[config.mk]
export PLATFORM = sky130hd
export DESIGN_NAME = go_back_n_window_sender_unit
export DESIGN_NICKNAME = d
export VERILOG_FILES = /design/src/hdl/gbn_pkg.sv /design/src/hdl/go_back_n_window_sender_unit.sv
export SDC_FILE = /design/constraint.sdc
export NUM_CORES = 1
export LEC_CHECK = 0
export ABC_AREA = 0
export BUFFER_PORTS_ARGS = -buffer_cell sky130_fd_sc_hd__buf_4
export CORE_MARGIN = 4
export CORE_UTILIZATION = 30
export CTS_BUF_LIST = sky130_fd_sc_hd__clkbuf_4 sky130_fd_sc_hd__clkbuf_8 sky130_fd_sc_hd__clkbuf_16
export DETAILED_ROUTE_END_ITERATION = 7
export SLEW_MARGIN = 20
export SYNTH_ARGS = -nofsm -noshare
export SYNTH_HDL_FRONTEND = slang
export SYNTH_SLANG_ARGS = --single-unit
[constraint.sdc]
create_clock -name clk -period 7.1 [get_ports clk]
set_input_delay 0 -clock clk [delete_from_list [all_inputs] [get_ports clk]]
set_output_delay 0 -clock clk [all_outputs]
set_load 0.01 [all_outputs]
[src/hdl/gbn_pkg.sv]
`timescale 1ns / 1ps
// ----------------------------------------------------------------------------
// gbn_pkg
// Shared types and constants for the go-back-N window sender.
// ----------------------------------------------------------------------------
package gbn_pkg;

  // chunk geometry: chunk size is a power of two, so index = bytes >> shift
  localparam int unsigned CHUNK_BYTES = 1024;
  localparam int unsigned CHUNK_SHIFT = $clog2(CHUNK_BYTES);
  localparam int unsigned LAST_W      = 32 - CHUNK_SHIFT;
  localparam int unsigned MAX_WINDOW  = 32;

  // configuration register indexes
  localparam logic REG_WINDOW_LIMIT = 1'b0;
  localparam logic REG_FILE_BYTES   = 1'b1;

  // one acknowledgement round
  typedef struct packed {
    logic        ack_arrived;
    logic        ack_is_valid;
    logic [31:0] ack_sequence;
  } ack_t;

  // one result: a send request or the closing status
  typedef struct packed {
    logic        is_send;
    logic [22:0] chunk_index;
    logic [10:0] chunk_bytes;
    logic [31:0] base_after;
    logic        transfer_done;
    logic        last_of_round;
  } result_t;

  // round sequencer
  typedef enum logic [1:0] {
    ST_IDLE,
    ST_SEND,
    ST_ACK,
    ST_STATUS
  } seq_state_t;

endpackage

[src/hdl/go_back_n_window_sender_unit.sv]
`timescale 1ns / 1ps
// ----------------------------------------------------------------------------
// go_back_n_window_sender_unit
// Go-back-N sender window control: refills the window with send requests,
// applies the round's acknowledgement and closes with a status result.
// ----------------------------------------------------------------------------
// Order: input is taken in ST_IDLE, send requests are registered in ST_SEND,
// then ST_ACK and ST_STATUS; a round with no chunk to send gives the status only.
// Rounds: a round sends n requests (n <= 32); in_stall holds the input in every
// state but ST_IDLE, so a new round waits until the status result is loaded;
// one 33-bit index counter and one 32-bit subtractor serve the round sequencer.
// Reset: base and outstanding count cleared, window_limit = 5, file_bytes = 0.
module go_back_n_window_sender_unit (
  input  logic            clk,
  input  logic            rst,
  input  logic            in_valid,
  output logic            in_stall,
  input  gbn_pkg::ack_t   in_data,
  output logic            out_valid,
  input  logic            out_stall,
  output gbn_pkg::result_t out_data,
  input  logic            cfg_we,
  input  logic            cfg_index,
  input  logic [31:0]     cfg_data
);
  import gbn_pkg::*;

  localparam logic [5:0]  MAX_WIN_C   = 6'(MAX_WINDOW);
  localparam logic [10:0] FULL_CHUNK  = 11'(CHUNK_BYTES);

  // configuration
  logic [5:0]  window_limit;
  logic [31:0] file_bytes;

  // architectural state
  logic [31:0] window_start, window_start_next;
  logic [5:0]  outstanding_count, outstanding_count_next;

  // round working registers
  seq_state_t  state, state_next;
  ack_t        ack, ack_next;
  logic [5:0]  to_send, to_send_next;
  logic [5:0]  sent, sent_next;
  logic [32:0] idx, idx_next;

  // output register
  logic        out_valid_next;
  result_t     out_data_next;

  // derived values
  logic [LAST_W-1:0] last_chunk;
  logic [5:0]        win;
  logic [5:0]        oc_sum;
  logic [31:0]       diff;
  logic              load_ok;

  assign last_chunk = file_bytes[31:CHUNK_SHIFT];
  assign load_ok    = !out_valid || !out_stall;
  assign in_stall   = (state != ST_IDLE);

  // effective window, clamped to 1..MAX_WINDOW
  always_comb begin
    if (window_limit == 6'd0) begin
      win = 6'd1;
    end else if (window_limit > MAX_WIN_C) begin
      win = MAX_WIN_C;
    end else begin
      win = window_limit;
    end
  end

  // ack arithmetic: outstanding-plus-sent sum and base-to-ack difference
  assign oc_sum = outstanding_count + sent;
  assign diff   = ack.ack_sequence - window_start;

  // sequencer: next state and outputs
  always_comb begin
    state_next             = state;
    ack_next               = ack;
    to_send_next           = to_send;
    sent_next              = sent;
    idx_next               = idx;
    window_start_next      = window_start;
    outstanding_count_next = outstanding_count;
    out_valid_next         = out_valid && out_stall;
    out_data_next          = out_data;

    unique case (state)
      ST_IDLE: begin
        if (in_valid) begin
          ack_next     = in_data;
          sent_next    = 6'd0;
          idx_next     = {1'b0, window_start} + 33'(outstanding_count);
          to_send_next = (outstanding_count < win) ? (win - outstanding_count) : 6'd0;
          state_next   = ST_SEND;
        end
      end
      ST_SEND: begin
        if (sent < to_send && idx <= 33'(last_chunk)) begin
          if (load_ok) begin
            out_valid_next              = 1'b1;
            out_data_next               = '0;
            out_data_next.is_send       = 1'b1;
            out_data_next.chunk_index   = idx[22:0];
            out_data_next.chunk_bytes   = (idx == 33'(last_chunk)) ?
                                          11'(file_bytes[CHUNK_SHIFT-1:0]) : FULL_CHUNK;
            idx_next                    = idx + 33'd1;
            sent_next                   = sent + 6'd1;
          end
        end else begin
          state_next = ST_ACK;
        end
      end
      ST_ACK: begin
        // higher valid ack advances the base, anything else resends the window
        if (ack.ack_arrived && ack.ack_is_valid && ack.ack_sequence > window_start) begin
          outstanding_count_next = (diff >= 32'(oc_sum)) ? 6'd0 : (oc_sum - diff[5:0]);
          window_start_next      = ack.ack_sequence;
        end else begin
          outstanding_count_next = 6'd0;
        end
        state_next = ST_STATUS;
      end
      ST_STATUS: begin
        if (load_ok) begin
          out_valid_next              = 1'b1;
          out_data_next               = '0;
          out_data_next.base_after    = window_start;
          out_data_next.transfer_done = (window_start > 32'(last_chunk));
          out_data_next.last_of_round = 1'b1;
          state_next                  = ST_IDLE;
        end
      end
      default: state_next = ST_IDLE;
    endcase
  end

  // sequencer state and round registers
  always_ff @(posedge clk) begin
    if (rst) begin
      state             <= ST_IDLE;
      window_start      <= '0;
      outstanding_count <= '0;
      out_valid         <= 1'b0;
    end else begin
      state             <= state_next;
      window_start      <= window_start_next;
      outstanding_count <= outstanding_count_next;
      out_valid         <= out_valid_next;
    end
    ack      <= ack_next;
    to_send  <= to_send_next;
    sent     <= sent_next;
    idx      <= idx_next;
    out_data <= out_data_next;
  end

  // configuration writes
  always_ff @(posedge clk) begin
    if (rst) begin
      window_limit <= 6'd5;
      file_bytes   <= '0;
    end else if (cfg_we) begin
      unique case (cfg_index)
        REG_WINDOW_LIMIT: window_limit <= cfg_data[5:0];
        REG_FILE_BYTES:   file_bytes   <= cfg_data;
        default:          ;
      endcase
    end
  end

endmodule
# [Word-level counts from Yosys, hierarchy flattened]
# Cells that the tools add are included.
# Widths: inputs -> output; s select.
[word_totals] ff_bits=227 inputBits=72 out_inout_bits=71
[classes] n_addsub=7 n_lt_le_gt_ge=7 n_eq_ne=9 n_mux=24 n_bitwise=1 reduce_logical=19
[op_table] op="$mux 69" count=3
[op_table] op="$pmux 69 s2" count=1
[op_table] op="$mux 33" count=3
[op_table] op="$pmux 33 s2" count=1
[op_table] op="$mux 6" count=7
[op_table] op="$add 32x6->33" count=1
[op_table] op="$add 33x1->33 const B" count=1
[op_table] op="$eq 33x22->1" count=1
[op_table] op="$le 33x22->1" count=1
[op_table] op="$ge 32x6->1" count=1
[op_table] op="$gt 32x22->1" count=1
[op_table] op="$gt 32x32->1" count=1
[op_table] op="$sub 32x32->32" count=1
[op_table] op="$lt 6x6->1" count=2
[op_table] op="$pmux 6 s2" count=1
[op_table] op="$sub 6x6->6" count=2
[op_table] op="$mux 11" count=1
[op_table] op="$ne 2x2->1 const B" count=5
[op_table] op="$pmux 2 s4" count=1
[op_table] op="$reduce_and 2->1" count=4
[op_table] op="$reduce_and 4->1" count=2
[op_table] op="$add 6x1->6 const B" count=1
[op_table] op="$add 6x6->6" count=1
[op_table] op="$gt 6x6->1 const B" count=1
[op_table] op="other kinds (13)" count=23

# [Longest topological paths before layout]
# Gate-level depths: netlist (run 1).
[logic_depth] ltp_word=5 mapped_depth=18 mapped_depth_nobuf=17

# [Worst setup path before layout (run 1)]
# No wires, ideal clock.
[synth_path] path_kind="register to register" start="reg idx[1]" end="reg out_data[0] (netlist bit) (enable)" setup_time_ps=519 arrival_time_ps=5173 required_time_ps=6581 setup_slack_ps=1408 stages_incl_launch_ff=11 path_buffers=0 cell_sequence="edfxtp_1 -> ha_1 -> nor2b_1 -> o21a_1 -> o21a_1 -> o21ai_0 -> a21oi_1 -> o31a_1 -> nor2b_1 -> o21ai_0 -> a21oi_1"
[synth_via] elab_chain_len=4
[synth_lines] element="from (decl)" line="go_back_n_window_sender_unit.sv:44" text="logic [32:0] idx, idx_next;"
[synth_lines] element="from (signal assigned)" line="go_back_n_window_sender_unit.sv:154" text="idx <= idx_next;"
[synth_lines] element="$le 33x22->1" line="go_back_n_window_sender_unit.sv:99" text="if (sent < to_send && idx <= 33'(last_chunk)) begin"
[synth_lines] element="$logic_and 1x1->1" line="go_back_n_window_sender_unit.sv:99"
[synth_lines] element="$ne 2x2->1 (no line)"
[synth_lines] element="$reduce_and 4->1 (no line)"
[synth_lines] element="to (signal assigned)" line="go_back_n_window_sender_unit.sv:155" text="out_data <= out_data_next;"
[synth_lines] element="to (decl)" line="go_back_n_window_sender_unit.sv:21" text="output gbn_pkg::result_t out_data,"
# Every way passes these cells.
# A chain may end at the register's enable or synchronous reset.

# [Worst setup path in the final report (run 1)]
[layout_path] start="reg ack[0] (netlist bit)" end="reg outstanding_count[4]"
[layout_via] elab_chain_len=4 word_cells_on_any_way=7
[layout_lines] element="from (decl)" line="go_back_n_window_sender_unit.sv:41" text="ack_t ack, ack_next;"
[layout_lines] element="from (signal assigned)" line="go_back_n_window_sender_unit.sv:151" text="ack <= ack_next;"
[layout_lines] element="$sub 32x32->32" line="go_back_n_window_sender_unit.sv:74" text="assign diff = ack.ack_sequence - window_start;"
[layout_lines] element="$ge 32x6->1 / $sub 6x6->6 (equally long branches)" line="go_back_n_window_sender_unit.sv:117" text="outstanding_count_next = (diff >= 32'(oc_sum)) ? 6'd0 : (oc_sum - diff[5:0]);"
[layout_lines] element="$mux 6" line="go_back_n_window_sender_unit.sv:117"
[layout_lines] element="$mux 6 *" line="go_back_n_window_sender_unit.sv:116" text="if (ack.ack_arrived && ack.ack_is_valid && ack.ack_sequence > window_start) begin"
[layout_lines] element="to (signal assigned)" line="go_back_n_window_sender_unit.sv:148" text="outstanding_count <= outstanding_count_next;"
[layout_lines] element="to (decl)" line="go_back_n_window_sender_unit.sv:37" text="logic [5:0] outstanding_count, outstanding_count_next;"
# Every way passes the cells marked *; elsewhere a longest branch is shown, timed or not.

==> results of run 1 <==
synthesized netlist by cell type (all sizes together), types with 9 or more instances:
| cell type | n |
|---|---|
| nor2b | 46 |
| o21ai | 62 |
| dfxtp | 79 |
| nand4 | 39 |
| xor2 | 22 |
| and2 | 23 |
| edfxtp | 148 |
| ha | 115 |
| nand3 | 35 |
| nand2 | 151 |
| mux2i | 45 |
| inv | 104 |
| and3 | 13 |
| nand2b | 18 |
| o31ai | 11 |
| o21a | 12 |
| clkbuf | 44 |
| a21oi | 103 |
| nor4 | 16 |
| a21o | 32 |
| xnor2 | 66 |
| nor3 | 19 |
| a31oi | 9 |
| buf | 13 |
| nor2 | 136 |
registers in the layout, summed over array words and instances (netlist names):
name,cells
out_data,69
ack,34
idx,33
file_bytes,32
window_start,32
outstanding_count,6
sent,6
to_send,6
window_limit,6
state,2
out_valid,1
cell type report:
class                           count  share of cell area
Clock buffer                       28              0.0397
Clock inverter                     20              0.0138
Inverter                          104              0.0231
Multi-Input combinational cell   1052               0.416
Sequential cell                   227               0.356
Tap cell                          600              0.0444
Timing Repair Buffer              218               0.107
power by group through the flow:
stage / clock (mW) / combinational [mW] / sequential [mW]
3_3_place_gp: 0 / 1.98 / 2.05
4_1_cts: 1.46 / 2.05 / 2.04
5_1_grt: 1.51 / 2.29 / 2.08
6_report: 1.42 / 2.04 / 2.04
2_1_floorplan: 0 / 1.44 / 2.02
3_5_place_dp: 0 / 2.00 / 2.06
stage by stage:
stage / setup WS [ns] / std cells / area (um2)
final: 2.14 / 2249 / 16900
after global routing: 1.87 / 2249 / 16900
after CTS: 2.09 / 2249 / 16900
after detailed placement: 2.11 / 2134 / 15300
after global placement: 2.20 / 2134 / 15300
after floorplan: 1.41 / 1440 / 13700
worst min-delay path by stage:
stage,startpoint,end,slack (ns),depth (start not counted)
detailed placement,in_data[17],ack[17],0.18,1
global placement,in_data[22],ack[22],0.18,1
global route,rst,window_start[1],0.01,2
CTS,rst,window_start[0],0.01,2
floorplan,in_data[0],ack[0],0.1,0
finish,rst,window_start[0],-0.02,2
worst max-delay path: cells and delay by family (launching register included):
kind	cells	cell delay, ns
buffers and inverters	2	0.12
XOR/XNOR	1	0.21
AND/OR/NAND/NOR	5	1.80
adder cells (fa/ha/maj)	3	0.91
flip-flops	1	0.35
AO/OA/AOI/OAI	6	1.45
cells in the final DEF (no fill, tap or decap), types with 45 or more instances in the layout:
cell	Yosys	final
sky130_fd_sc_hd__edfxtp_1	148	148
sky130_fd_sc_hd__buf_4	0	151
sky130_fd_sc_hd__nand2_1	149	148
sky130_fd_sc_hd__xnor2_1	66	66
sky130_fd_sc_hd__dlygate4sd3_1	0	67
sky130_fd_sc_hd__nor2_1	135	135
sky130_fd_sc_hd__inv_1	104	104
sky130_fd_sc_hd__o21ai_0	55	55
sky130_fd_sc_hd__nor2b_1	46	46
sky130_fd_sc_hd__a21oi_1	102	101
sky130_fd_sc_hd__mux2i_1	45	45
sky130_fd_sc_hd__ha_1	115	114
sky130_fd_sc_hd__dfxtp_1	79	79
per-layer routing:
layer / track usage / share of wire
met1: 0.217 / 0.48
met2: 0.250 / 0.45
met3: 0.0212 / 0.045
met4: 0.0458 / 0.026
met5: 0 / 0
logic make-up (layout without fill, tap and decap cells):
logic type,Yosys count,after routing,share of synthesized area
AO/OA/AOI/OAI,274,274,0.122
XOR/XNOR,88,88,0.0563
multiplexers,48,48,0.0354
buffers and inverters,161,370,0.0484
flip-flops,227,227,0.440
adder cells (fa/ha/maj),120,120,0.112
AND/OR/NAND/NOR,522,522,0.185
repair_timing:
item,4_1_cts,5_1_grt
setup buffers,0,0
hold buffers,67,0
hold endpoints to repair,73,0
==> Implementation_results.wiki, run 1 <==
{| class="wikitable"
! Metric !! Value
|-
| Area inside the core boundary || 45300 um2
|-
| Endpoints failing hold || 3
|-
| Power, Total || 5.49 mW
|-
| DR pass1 iterations || 5
|-
| Setup clock skew after layout || 0.0348 ns
|-
| Number of clock sinks || 227
|-
| Number of global-route vias before repair || 10800
|-
| Number of I/O pins || 143
|-
| Final worst path period need || 4.96 ns
|-
| Worst EP required || 7.56 ns
|-
| Pwr dens || 324 nW/um2
|-
| Number of buffers inserted by port buffering || 142
|-
| Antenna violations before repair || 0
|-
| Cell chain of the critical path || inv_1, ha_1, fa_1, nand2b_1, nand2b_1, a21o_1, xor2_1, inv_1, ha_1, a21o_1, a2111oi_0, o2111ai_1, nor4_1, o2111ai_1, or4_1, or4_1, o31ai_1
|-
| Cell type with the largest total area after synthesis || sky130_fd_sc_hd__edfxtp_1
|-
| Area growth from synthesis to layout || 23.6%
|-
| Clk slew on worst S/H paths || 0.06 ns
|-
| Per-cell via count in the routed design || 4.85
|-
| Lkg Pwr || 6.44 nW
|-
| Source of the critical timing path || ack[0]
|-
| Setup repair after global routing missed its margin || false
|-
| Count of different cell masters after synthesis || 70
|-
| Area of the mapped netlist || 13700 um2
|-
| Post-Synthesis Cells || 1440
|-
| Slew @ Worst Pin || 1.00 ns
|-
| CTS HTree Levels || 1
|-
| End-of-flow core utilization || 0.374
|-
| Worst ir drop on vdd || 0.000184 V
|-
| Synthesis-stage register bit count || 227
|-
| Final routed wirelength across all metal layers || 39200 um
|-
| Summed negative setup slack over all endpoints || 0 ns
|-
| Detailed router's first-iteration violation count || 663
|-
| Routability congestion estimate from global placement || 0.923
|-
| Number of max-capacitance violations reported || 0
|-
| Worst path arrival time || 5.41 ns
|-
| Width of the die || 222 um
|-
| Global route overflow || 0
|-
| Cell at the slowest stage of the critical path || sky130_fd_sc_hd__or4_1
|-
| Starting density of the core || 0.302
|-
| Switching power || 2.02 mW
|-
| Status || finished with violations
|-
| Vertical die dimension || 222 um
|-
| R2r setup slk || 2.14 ns
|-
| Post-route DRC || 0
|-
| Fill cell instance count of the final layout || 4607
|-
| R2R Path Start || ack[0]
|-
| Largest fanout of any net on the critical path || 6
|-
| CTS max path bufs || 3
|-
| Internal Pwr Total || 3.47 mW
|-
| Number of synthesized flops with an enable pin || 148
|-
| Syn Nets || 1632
|-
| Endpoint of the most critical register-to-register path || outstanding_count[4]
|-
| Avg Synthesized Cell Area || 9.51 um2
|-
| Final critical-path share of the clock period || 0.698
|-
| Footprint of the flip-flops and latches || 6030 um2
|-
| Register area share after synthesis || 0.440
|-
| Normalized max-slew margin || 0.333
|-
| Main synth FF type || sky130_fd_sc_hd__edfxtp_1
|-
| Violations in the final reports || negative hold slack
|-
| DP HPWL || 29800 um
|-
| N_diodes || 0
|-
| Clk Latency, worst-skew pair || 0.56 ns
|-
| Die area || 49100 um2
|-
| Largest net degree at the start of global routing || 77
|-
| Cell count of the worst reg-to-reg path || 17
|-
| Portion of total power attributed to the clock network || 0.258
|-
| Combinational share of power || 0.371
|-
| First-pass GRT wire length || 61800 um
|-
| Clock tree from TritonCTS || yes
|-
| Area used by multi-input combinational logic || 7050 um2
|-
| Count of cells resized by post-cts repair || 0
|-
| Vias || 10900
|-
| Core Rows || 78
|-
| Class of the most critical hold timing path || primary input to flip-flop
|-
| Register share of total power || 0.371
|-
| Final layout net count || 1821
|-
| Kind of end point of the critical path || flip-flop
|-
| Final setup fails || 0
|-
| Clock root cell || sky130_fd_sc_hd__clkbuf_16
|-
| WHS || -0.0235 ns
|-
| Critical setup path kind || flip-flop to flip-flop
|-
| Max Slew Vio Count || 0
|-
| Total Routing Usage GR || 0.154
|-
| Highest clock rate || 202 MHz
|-
| Capturing instance or port of the critical path || outstanding_count[4]
|-
| Yosys top cell area share || 0.325
|-
| Maximum single-stage delay on the critical path || 0.69 ns
|-
| Cts bufs inserted || 26
|-
| Async set-reset flop share out of synthesis || 0
|-
| Per-cell routed wire length || 17.4 um
|-
| Switching share of power || 0.369
|-
| Kind of launch point of the worst setup path || flip-flop
|-
| Count of warnings emitted by yosys || 0
|-
| Proportion of layout cells with a drive suffix above 1 || 0.134
|-
| Top cells by area, synth || sky130_fd_sc_hd__edfxtp_1 32%, sky130_fd_sc_hd__dfxtp_1 12%, sky130_fd_sc_hd__ha_1 11%
|-
| Detail Route Antenna Nets || 0
|}
Note: power is estimated with default switching activity, not from simulation.
==> run 2: changes to the inputs <==
clock period = 4 ns   (was 7.1 ns; I/O delays follow)
==> run 2 against run 1 <==
The flow now finishes without violations; register-to-register slack worse by 2.1 ns; global-route usage down 0.16 points; via count up 0.83%; final cell count grew 2.0%; hold slack better by 0.032 ns; flip-flop and latch count unchanged; maximum frequency rose by 25%; combinational power increased by 92%; utilization increased by 1.0 points; critical endpoint is now outstanding_count[5].
==> Implementation_results.wiki, run 2 (synthesis results as in run 1) <==
{| class="wikitable"
! Metric !! Value
|-
| Area inside the core boundary || 45300 um2 (unchanged)
|-
| Highest layer used for signal routing || met4
|-
| N_diodes || 0 (unchanged)
|-
| Status || complete, no violations
|-
| Final setup fails || 0 (unchanged)
|-
| Core Rows || 78 (unchanged)
|-
| Proportion of layout cells with a drive suffix above 1 || 0.170 (+0.0355)
|-
| Worst path arrival time || 4.42 ns (-0.99 ns)
|-
| Highest clock rate || 252 MHz (+25%)
|-
| Detailed router's first-iteration violation count || 620 (-6.5%)
|-
| Detail Route Antenna Nets || 0 (unchanged)
|-
| DP HPWL || 30300 um (+1.7%)
|-
| Final routed wirelength across all metal layers || 39100 um (-0.17%)
|-
| Cell at the slowest stage of the critical path || sky130_fd_sc_hd__or4_4
|-
| Metal1 wirelength || 19000 um (+2.1%)
|-
| Starting density of the core || 0.302 (unchanged)
|-
| Number of max-capacitance violations reported || 0 (unchanged)
|-
| Routability congestion estimate from global placement || 0.906 (-1.8%)
|-
| Max Slew Vio Count || 0 (unchanged)
|-
| Kind of cell with the highest combined delay on the critical path || compound AO/OA/AOI/OAI gates
|-
| Fill cell instance count of the final layout || 4550 (-1.2%)
|-
| Portion of total power attributed to the clock network || 0.247 (-0.011)
|-
| Power, Total || 9.96 mW (+81%)
|-
| CTS max path bufs || 3 (unchanged)
|-
| Cts bufs inserted || 26 (unchanged)
|-
| Setup slack after layout || 0.0395 ns (-2.10 ns)
|-
| Detail Route met3 WL || 1550 um (-12%)
|-
| CTS HTree Levels || 1 (unchanged)
|-
| Most common cell on crit path || sky130_fd_sc_hd__inv_2
|-
| Setup clock skew after layout || 0.0232 ns (-0.0116 ns)
|-
| Number of cells in the design after placement || 2176 (+2.0%)
|-
| Kind of end point of the critical path || flip-flop
|-
| Most flop-heavy register || out_data
|-
| Switching share of power || 0.367 (-0.00114)
|-
| Kind of launch point of the worst setup path || flip-flop
|-
| Largest fanout of any net on the critical path || 6 (unchanged)
|-
| Clk slew on worst S/H paths || 0.06 ns (about the same)
|-
| Largest net degree at the start of global routing || 77 (unchanged)
|-
| Post-DP Area || 15700 um2 (+2.4%)
|-
| Combinational share of power || 0.393 (+0.022)
|-
| Width of the die || 222 um (unchanged)
|-
| Final worst path period need || 3.96 ns (-0.996 ns)
|-
| Flip-flop count of the largest register, all copies and words added || 69 (unchanged)
|-
| Clock root cell || sky130_fd_sc_hd__clkbuf_16
|-
| Vias || 11000 (+0.83%)
|-
| Number of standard cells in the final layout excluding fillers || 2293 (+2.0%)
|-
| DR pass1 iterations || 7 (+2)
|-
| Final critical-path share of the clock period || 0.990 (+0.292)
|-
| Clock tree from TritonCTS || yes
|-
| Normalized max-slew margin || 0.344 (+0.0104)
|-
| Die area || 49100 um2 (unchanged)
|-
| Number of clock sinks || 227 (unchanged)
|-
| Final layout net count || 1866 (+2.5%)
|-
| Cell chain of the critical path || ha_2, inv_2, fa_2, inv_2, a21oi_1, o21bai_1, xor2_1, buf_4, inv_1, ha_1, a21o_1, a2111oi_4, o2111ai_2, nor4_2, o2111ai_1, or4_1, or4_4, o31ai_2
|-
| Clk Latency, worst-skew pair || 0.55 ns (about the same)
|-
| Critical setup path kind || flip-flop to flip-flop
|-
| Class of the most critical hold timing path || primary input to flip-flop
|-
| Vertical die dimension || 222 um (unchanged)
|-
| Global route overflow || 0 (unchanged)
|-
| Post-route DRC || 0 (unchanged)
|-
| Setup repair after global routing missed its margin || true
|-
| Per-cell routed wire length || 17.1 um (-2.1%)
|-
| Register share of total power || 0.361 (-0.010)
|-
| Endpoints failing hold || 0 (-3)
|-
| Pwr dens || 573 nW/um2 (+77%)
|-
| Per-cell via count in the routed design || 4.79 (-1.1%)
|-
| Area growth from synthesis to layout || 26.9%
|-
| DP Worst Slack || -0.329 ns (-2.44 ns)
|-
| Lkg Pwr || 6.66 nW (+3.5%)
|-
| Most frequent cells in the layout || 195 x sky130_fd_sc_hd__buf_4, 148 x sky130_fd_sc_hd__nand2_1, 148 x sky130_fd_sc_hd__edfxtp_1
|-
| Number of buffers inserted by port buffering || 142 (unchanged)
|-
| Largest registers in the final layout || out_data (69), ack (34), idx (33)
|-
| Worst ir drop on vdd || 0.000365 V (+98%)
|-
| First-pass GRT wire length || 61400 um (-0.55%)
|-
| Slew @ Worst Pin || 0.985 ns (-0.0155 ns)
|-
| Final instance area || 17400 um2 (+2.7%)
|-
| Number of I/O pins || 143 (unchanged)
|-
| Worst EP required || 4.46 ns (-3.10 ns)
|-
| Total Routing Usage GR || 0.153 (-0.00156)
|-
| Number of global-route vias before repair || 10800 (+0.21%)
|-
| Critical path buffers and inverters || 4 (+2)
|-
| Commonest non-fill, non-tap cell in the layout || sky130_fd_sc_hd__buf_4
|-
| Switching power || 3.66 mW (+81%)
|-
| Antenna violations before repair || 0 (unchanged)
|-
| Maximum single-stage delay on the critical path || 0.49 ns (-0.20 ns)
|-
| Internal Pwr Total || 6.30 mW (+82%)
|-
| Met2 layer wire length in the routed design || 17900 um (+0.70%)
|}
==> run 2: changes by cell type in the layout (fill, tap and decap cells not counted), sizes merged <==
cell / change
clkinv: -5
bufinv: -1
clkinvlp: +3
clkbuf: +3
buf: +46
inv: -1
dlygate4sd3: -1
==> run 2: path summary, 6_finish.rpt <==
path                 start                   end  slack, ns  cells after the start
max                sent[0]  outstanding_count[5]       0.04                     18
min                    rst       window_start[2]      0.008                      2
max reg2reg        sent[0]  outstanding_count[5]       0.04                     18
min reg2reg  file_bytes[1]         file_bytes[1]       0.45                      2
==> run 2: final cells by class <==
class / count / area (um2) / area share
Clock buffer: 31 / 707 / 0.0407
Tap cell: 600 / 751 / 0.0432
Inverter: 104 / 390 / 0.0225
Multi-Input combinational cell: 1052 / 7160 / 0.412
Timing Repair Buffer: 263 / 2160 / 0.125
Sequential cell: 227 / 6030 / 0.347
Clock inverter: 16 / 183 / 0.0105
==> run 2: power groups by stage <==
| stage | Combinational (mW) | Sequential (mW) | Clock, mW |
|---|---|---|---|
| 2_1_floorplan | 2.61 | 3.55 | 0 |
| 3_3_place_gp | 3.72 | 3.62 | 0 |
| 3_5_place_dp | 3.79 | 3.64 | 0 |
| 4_1_cts | 3.88 | 3.59 | 2.54 |
| 5_1_grt | 4.39 | 3.65 | 2.63 |
| 6_report | 3.91 | 3.59 | 2.46 |
==> run 2: routing by layer <==
layer  global-route usage  vias to the layer above
met5                    0                        -
met4               0.0348                        0
met3               0.0209                       42
met2                0.249                      215
met1                0.218                     5189
li1                     -                     5545
==> run 2: repair_timing <==
action	CTS	global route
buffers inserted	1	3
resized for setup	1	14
pin swaps	14	8
gates cloned	0	0
endpoints found under the hold margin	72	0
hold buffers	66	0
endpoints found under the setup margin	6	6
==> run 2: through the flow <==
step,utilization,hold WS (ns),TNS (ns)
3_5_place_dp,0.347,0.180,-1.93
4_1_cts,0.382,0.0205,-1.53
5_1_grt,0.384,0.0366,-0.826
3_3_place_gp,0.347,0.179,-1.36
6_report,0.384,0.00803,0
2_1_floorplan,-,0.0989,0
